## config.mk

```make
export PLATFORM = sky130hd
export DESIGN_NAME = cgms_ctrl
export DESIGN_NICKNAME = d
export VERILOG_FILES = /design/src/rtl/core/cgms_pkg.sv /design/src/rtl/core/cgms_ctrl.sv
export SDC_FILE = /design/constraint.sdc
export NUM_CORES = 1
export LEC_CHECK = 0
export BUFFER_PORTS_ARGS = -buffer_cell sky130_fd_sc_hd__clkbuf_2
export CAP_MARGIN = 5
export CORE_MARGIN = 2
export CORE_UTILIZATION = 52
export CTS_CLUSTER_DIAMETER = 100
export DETAILED_ROUTE_END_ITERATION = 8
export PLACE_DENSITY_LB_ADDON = 0.25
export SETUP_SLACK_MARGIN = 0.4
export SYNTH_ARGS = -nofsm -noshare
export SYNTH_HDL_FRONTEND = slang
export SYNTH_SLANG_ARGS = --single-unit
export TNS_END_PERCENT = 100
```

## constraint.sdc

```tcl
create_clock -name clock -period 1.7 [get_ports clock]
set_input_delay 0.255 -clock clock [delete_from_list [all_inputs] [get_ports clock]]
set_output_delay 0.255 -clock clock [all_outputs]
set_load 0.02 [all_outputs]
```

## src/rtl/core/cgms_pkg.sv

```systemverilog
package cgms_pkg;

   // grid geometry
   localparam int GRID_WIDTH  = 64;
   localparam int GRID_HEIGHT = 64;

   localparam int COL_W  = $clog2(GRID_WIDTH);
   localparam int ROW_W  = $clog2(GRID_HEIGHT);
   // one address bit selects the buffer half
   localparam int ADDR_W = ROW_W + 1;
   localparam int MEM_DEPTH = 2 ** ADDR_W;

   // fixed field widths of the channels
   localparam int OP_W      = 2;
   localparam int POS_W     = 6;
   localparam int CFG_W     = 4;
   localparam int CSR_IDX_W = 1;

   // opcodes
   localparam logic [OP_W-1:0] OP_WRITE = 2'd0;
   localparam logic [OP_W-1:0] OP_READ  = 2'd1;
   localparam logic [OP_W-1:0] OP_RUN   = 2'd2;

   // register indexes
   localparam logic [CSR_IDX_W-1:0] CSR_WALL_THRESHOLD = 1'd0;
   localparam logic [CSR_IDX_W-1:0] CSR_PASS_COUNT     = 1'd1;

   localparam logic [CFG_W-1:0] THRESHOLD_RESET = 4'd5;
   localparam logic [CFG_W-1:0] PASSES_RESET    = 4'd5;

   // response payload select
   localparam logic [1:0] RSP_NONE = 2'd0;
   localparam logic [1:0] RSP_READ = 2'd1;
   localparam logic [1:0] RSP_RUN  = 2'd2;

   typedef logic [GRID_WIDTH-1:0] row_type;

   // controller to datapath commands
   typedef struct packed {
      logic             host_wr;
      logic             host_rd;
      logic             scan_rd;
      logic [ROW_W-1:0] scan_row;
      logic             proc_vld;
      logic [ROW_W-1:0] proc_row;
      logic             tail;
      logic             flip;
      logic             rsp_load;
      logic [1:0]       rsp_sel;
   } cmd_type;

   // one smoothing step over a whole row, border columns kept
   function automatic row_type smooth_row(input row_type above, input row_type mid,
                                          input row_type below,
                                          input logic [CFG_W-1:0] thr);
      row_type    res;
      logic [3:0] cnt;
      res = mid;
      cnt = '0;
      for (int c = 1; c < GRID_WIDTH - 1; c++) begin
         cnt = 4'(above[c-1]) + 4'(above[c]) + 4'(above[c+1])
             + 4'(mid[c-1])   + 4'(mid[c])   + 4'(mid[c+1])
             + 4'(below[c-1]) + 4'(below[c]) + 4'(below[c+1]);
         res[c] = (cnt >= thr);
      end
      return res;
   endfunction

endpackage

```

## src/rtl/core/cgms_ctrl.sv

```systemverilog
module cgms_ctrl (
   input  logic                        clock,
   input  logic                        reset,
   input  logic                        req_valid,
   input  logic [cgms_pkg::OP_W-1:0]   req_op,
   output logic                        req_ready,
   output logic                        rsp_valid,
   input  logic                        rsp_ready,
   input  logic [cgms_pkg::CFG_W-1:0]  pass_count,
   output cgms_pkg::cmd_type           cmd
);

   localparam logic [2:0] S_IDLE  = 3'd0;
   localparam logic [2:0] S_READ  = 3'd1;
   localparam logic [2:0] S_PASS  = 3'd2;
   localparam logic [2:0] S_FLUSH = 3'd3;
   localparam logic [2:0] S_TAIL  = 3'd4;

   localparam logic [cgms_pkg::ROW_W-1:0] LAST_ROW = cgms_pkg::ROW_W'(cgms_pkg::GRID_HEIGHT - 1);

   logic [2:0]                   state_ff, state_in;
   logic                         rsp_valid_ff, rsp_valid_in;
   logic [cgms_pkg::CFG_W-1:0]   passes_ff, passes_in;
   logic [cgms_pkg::ROW_W-1:0]   scan_row_ff, scan_row_in, proc_row_ff, proc_row_in;
   logic                         proc_vld_ff, proc_vld_in;
   logic                         slot_free, accept;

   assign slot_free = !rsp_valid_ff || rsp_ready;
   assign req_ready = (state_ff == S_IDLE) && slot_free;
   assign accept    = req_valid && req_ready;

   always_comb begin
      state_in     = state_ff;
      passes_in    = passes_ff;
      scan_row_in  = scan_row_ff;
      proc_vld_in  = 1'b0;
      proc_row_in  = proc_row_ff;
      cmd          = '0;
      cmd.scan_row = scan_row_ff;
      cmd.proc_vld = proc_vld_ff;
      cmd.proc_row = proc_row_ff;
      unique case (state_ff)
         S_IDLE: begin
            if (accept) begin
               unique case (req_op)
                  cgms_pkg::OP_WRITE: begin
                     cmd.host_wr  = 1'b1;
                     cmd.rsp_load = 1'b1;
                     cmd.rsp_sel  = cgms_pkg::RSP_NONE;
                  end
                  cgms_pkg::OP_READ: begin
                     cmd.host_rd = 1'b1;
                     state_in    = S_READ;
                  end
                  cgms_pkg::OP_RUN: begin
                     if (pass_count == '0) begin
                        cmd.rsp_load = 1'b1;
                        cmd.rsp_sel  = cgms_pkg::RSP_RUN;
                     end else begin
                        passes_in   = pass_count;
                        scan_row_in = '0;
                        state_in    = S_PASS;
                     end
                  end
                  default: begin
                     cmd.rsp_load = 1'b1;
                     cmd.rsp_sel  = cgms_pkg::RSP_NONE;
                  end
               endcase
            end
         end
         S_READ: begin
            cmd.rsp_load = 1'b1;
            cmd.rsp_sel  = cgms_pkg::RSP_READ;
            state_in     = S_IDLE;
         end
         S_PASS: begin
            cmd.scan_rd = 1'b1;
            proc_vld_in = 1'b1;
            proc_row_in = scan_row_ff;
            scan_row_in = cgms_pkg::ROW_W'(scan_row_ff + 1'b1);
            if (scan_row_ff == LAST_ROW) begin
               state_in = S_FLUSH;
            end
         end
         S_FLUSH: begin
            state_in = S_TAIL;
         end
         S_TAIL: begin
            cmd.tail    = 1'b1;
            cmd.flip    = 1'b1;
            passes_in   = passes_ff - 1'b1;
            scan_row_in = '0;
            if (passes_ff == cgms_pkg::CFG_W'(1)) begin
               cmd.rsp_load = 1'b1;
               cmd.rsp_sel  = cgms_pkg::RSP_RUN;
               state_in     = S_IDLE;
            end else begin
               state_in = S_PASS;
            end
         end
         default: begin
            state_in = S_IDLE;
         end
      endcase
   end

   always_comb begin
      rsp_valid_in = rsp_valid_ff;
      if (rsp_ready) begin
         rsp_valid_in = 1'b0;
      end
      if (cmd.rsp_load) begin
         rsp_valid_in = 1'b1;
      end
   end

   always_ff @(posedge clock) begin
      if (reset) begin
         state_ff     <= S_IDLE;
         rsp_valid_ff <= 1'b0;
         passes_ff    <= '0;
         scan_row_ff  <= '0;
         proc_vld_ff  <= 1'b0;
         proc_row_ff  <= '0;
      end else begin
         state_ff     <= state_in;
         rsp_valid_ff <= rsp_valid_in;
         passes_ff    <= passes_in;
         scan_row_ff  <= scan_row_in;
         proc_vld_ff  <= proc_vld_in;
         proc_row_ff  <= proc_row_in;
      end
   end

   assign rsp_valid = rsp_valid_ff;

   a_pass_nonzero: assert property (@(posedge clock) disable iff (reset)
      (state_ff == S_PASS || state_ff == S_FLUSH || state_ff == S_TAIL) |-> passes_ff != '0)
      else $error("pass counter empty during a run");

   a_flush_row: assert property (@(posedge clock) disable iff (reset)
      state_ff == S_FLUSH |-> proc_vld_ff && proc_row_ff == LAST_ROW)
      else $error("flush without last row in flight");

   a_rsp_slot: assert property (@(posedge clock) disable iff (reset)
      cmd.rsp_load |-> slot_free)
      else $error("response overwritten");

   a_tail_next: assert property (@(posedge clock) disable iff (reset)
      state_ff == S_TAIL |=> state_ff == S_PASS || state_ff == S_IDLE)
      else $error("bad state after pass tail");

endmodule

```

==> run_results.csv <==
group,metric,value,unit
status,run_status,"finished with violations",
status,violations,"negative setup slack",
logic_synthesis,synth-seq-cells,21,
sta,post-route-min-period,1.82,ns
floorplanning,io_pins,33,
drt,wl_per_cell,19.1,um
layout,layout_common_cells,"clkbuf_2 (24), nand2_1 (20), a21oi_1 (13), buf_6 (13)",
sta,tightestPinTransition,0.496,ns
grt,grt-ovfl-total,0,
sta,fmax,550,MHz
floorplanning,chipWidth,53.4,um
sta,skew,0.0196,ns
floorplanning,die_h,53.4,um
sta,rsz0062_at_grt,"yes",
logic_synthesis,synth_edf_count,0,
floorplanning,die_area,2850,um^2
layout,instances_no_fill,226,
logic_synthesis,ys_warn_count,0,
sta,fin_crit_sh,1.07,
worst_setup_path,required,1.44,ns
sta,maxSlewHeadroom,0.667,
layout,area_growth,49.2,%
worst_hold_path,hold_start,"reset",
grt,grt_pass1_vias,1132,
floorplanning,core.rowCount,17,
placed_design,placedCellCount,205,
worst_hold_path,hold_path_class,"primary input to register",
worst_setup_path,start_kind,"register",
floorplanning,start_util,0.562,
logic_synthesis,syn_avg_cell_area,8.51,um^2
logic_synthesis,synth_top_area_frac,0.332,
worst_setup_path,arrival,1.56,ns
worst_setup_path,path_max_fanout,6,
layout,regArea,434,um^2
job,drv_cap,0,
logic_synthesis,synthFlopType,"dfxtp_1",
worst_setup_path,end_kind,"primary output",
logic_synthesis,syn_area,1270,um^2
layout,multiInputGateArea,907,um^2
drt,ant_nets,0,
placed_design,port_buffers,32,
power,power.leakage,0.782,nW
drt,viasPerCell,6.14,
cts,cts_tree,"built",
logic_synthesis,ys_async_sr_fraction,0,
placed_design,hpwl,2290,um
layout,drive_gt1_frac,0.556,
drt,drt-initial-drc-count,77,
logic_synthesis,netlist_instances,149,
layout,nFillCells,115,
worst_setup_path,crit_start,"state_ff[2]",
grt,grt_max_degree,16,
power,p_total,1.12,mW
sta,setup_viol,6,
power,power_density,593,nW/um^2
floorplanning,core_area,2250,um^2
sta,finalSetupTns,-0.497,ns
layout,insertedDiodeCount,0,
layout,fin_nets,215,
cts,cts_buffer_depth,2,
grt,grt_pass1_wl,5200,um
drt,firstDrtPassIters,4,
worst_setup_path,r2r-start,"state_ff[0]",
power,vdd_drop_max,0.000657,V
logic_synthesis,synth_area_leaders,"dfxtp_1 (33%), nand2_1 (6.2%), ha_1 (5.9%)",
sta,drv_slew,0,
grt,grt.total_usage,0.258,
worst_setup_path,rrSetupSlack,0.01,ns
cts,cts.sinks,21,
drt,vias,1387,
drt,drt-total-wl,4330,um
cts,numCtsBuffers,3,
sta,final_hold_viol_count,0,
logic_synthesis,yosysSeqAreaShare,0.332,
placed_design,gp_congestion,0.851,
cts,hold_buffers,0,
logic_synthesis,synth_cell_types,43,
sta,setup_slack,-0.117,ns
logic_synthesis,synth_nets,165,
logic_synthesis,yosysTopAreaCell,"dfxtp_1",
layout,fin_util,0.839,
drt,drc,0,
layout,final_common_cell,"clkbuf_2",
grt,antenna_found_initial,0,
cts,clk_pin_slew,0.14,ns
cts,clock_latency,0.34,ns
worst_setup_path,critical_path_class,"register to primary output",
cts,root_buffer,"clkbuf_4",
cts,htreeDepth,1,
[cell usage after synthesis (3+ instances only)]
master	instances
inv_1	6
o21ai_0	7
nand4_1	3
nand3_1	5
ha_1	6
a211oi_2	4
and3_1	3
a21oi_1	14
buf_4	4
a31oi_1	4
dfxtp_1	21
nor2_1	9
nand2_1	21
nor2b_1	5
[per-layer routing]
metal / up-vias / global-route usage / routed length, um
met4: 0 / 0.158 / 129
li1: 636 / - / -
met5: - / 0 / 0
met2: 76 / 0.436 / 2240
met3: 15 / 0.0311 / 273
met1: 660 / 0.307 / 1690
[area by class of cell]
class,instances,area share
Inverter,7,0.0218
Timing Repair Buffer,55,0.236
Clock inverter,1,0.00265
Multi-Input combinational cell,111,0.480
Tap cell,28,0.0185
Clock buffer,3,0.0119
Sequential cell,21,0.230
[cell families (layout without fill, tap and decap cells)]
| logic type | after synthesis | in the layout | synth area share |
|---|---|---|---|
| compound gates | 44 | 44 | 0.262 |
| fa+ha+maj | 6 | 6 | 0.0592 |
| buf+inv | 18 | 66 | 0.0888 |
| flops | 21 | 21 | 0.332 |
| mux | 1 | 1 | 0.00790 |
| simple gates | 59 | 60 | 0.251 |
[critical path: stages (launching register included)]
cell and delay (ns):
dfxtp_2 0.35, buf_6 0.12, nor3_4 0.29, buf_6 0.16, and3_4 0.19, buf_8 0.11
[flip-flops by register name, indices dropped and copies added (netlist names)]
name / cells
rsp_valid: 1
scan_row_ff: 6
proc_row_ff: 6
state_ff: 3
proc_vld_ff: 1
passes_ff: 4
[worst paths after layout]
check                                 endpoint  cells after the start
worst max register to register    passes_ff[3]                      6
worst min-delay path              passes_ff[1]                      2
worst max-delay path                   cmd[19]                      5
worst min register to register  proc_row_ff[3]                      2
[report_power, final]
group | switching (mW) | internal (mW)
clock network | 0.183 | 0.0886
logic | 0.178 | 0.149
registers | 0.0151 | 0.506
total | 0.377 | 0.744
[per-stage QoR]
stage | hold WS (ns) | worst slack [ns] | cell area [um^2]
2_1_floorplan | 0.429 | 0.254 | 1330
3_3_place_gp | 0.443 | 0.0939 | 1500
3_5_place_dp | 0.445 | 0.0274 | 1500
4_1_cts | 0.257 | -0.0461 | 1720
5_1_grt | 0.250 | -0.149 | 1890
6_report | 0.260 | -0.117 | 1890
[repair_timing]
| item | 4_1_cts | 5_1_grt |
|---|---|---|
| buffers inserted | 9 | 7 |
| pin swaps | 7 | 8 |
| setup endpoints to repair | 26 | 31 |
| gates cloned | 0 | 1 |
| gates resized for setup | 41 | 37 |
Note: power is estimated with default switching activity, not from simulation.
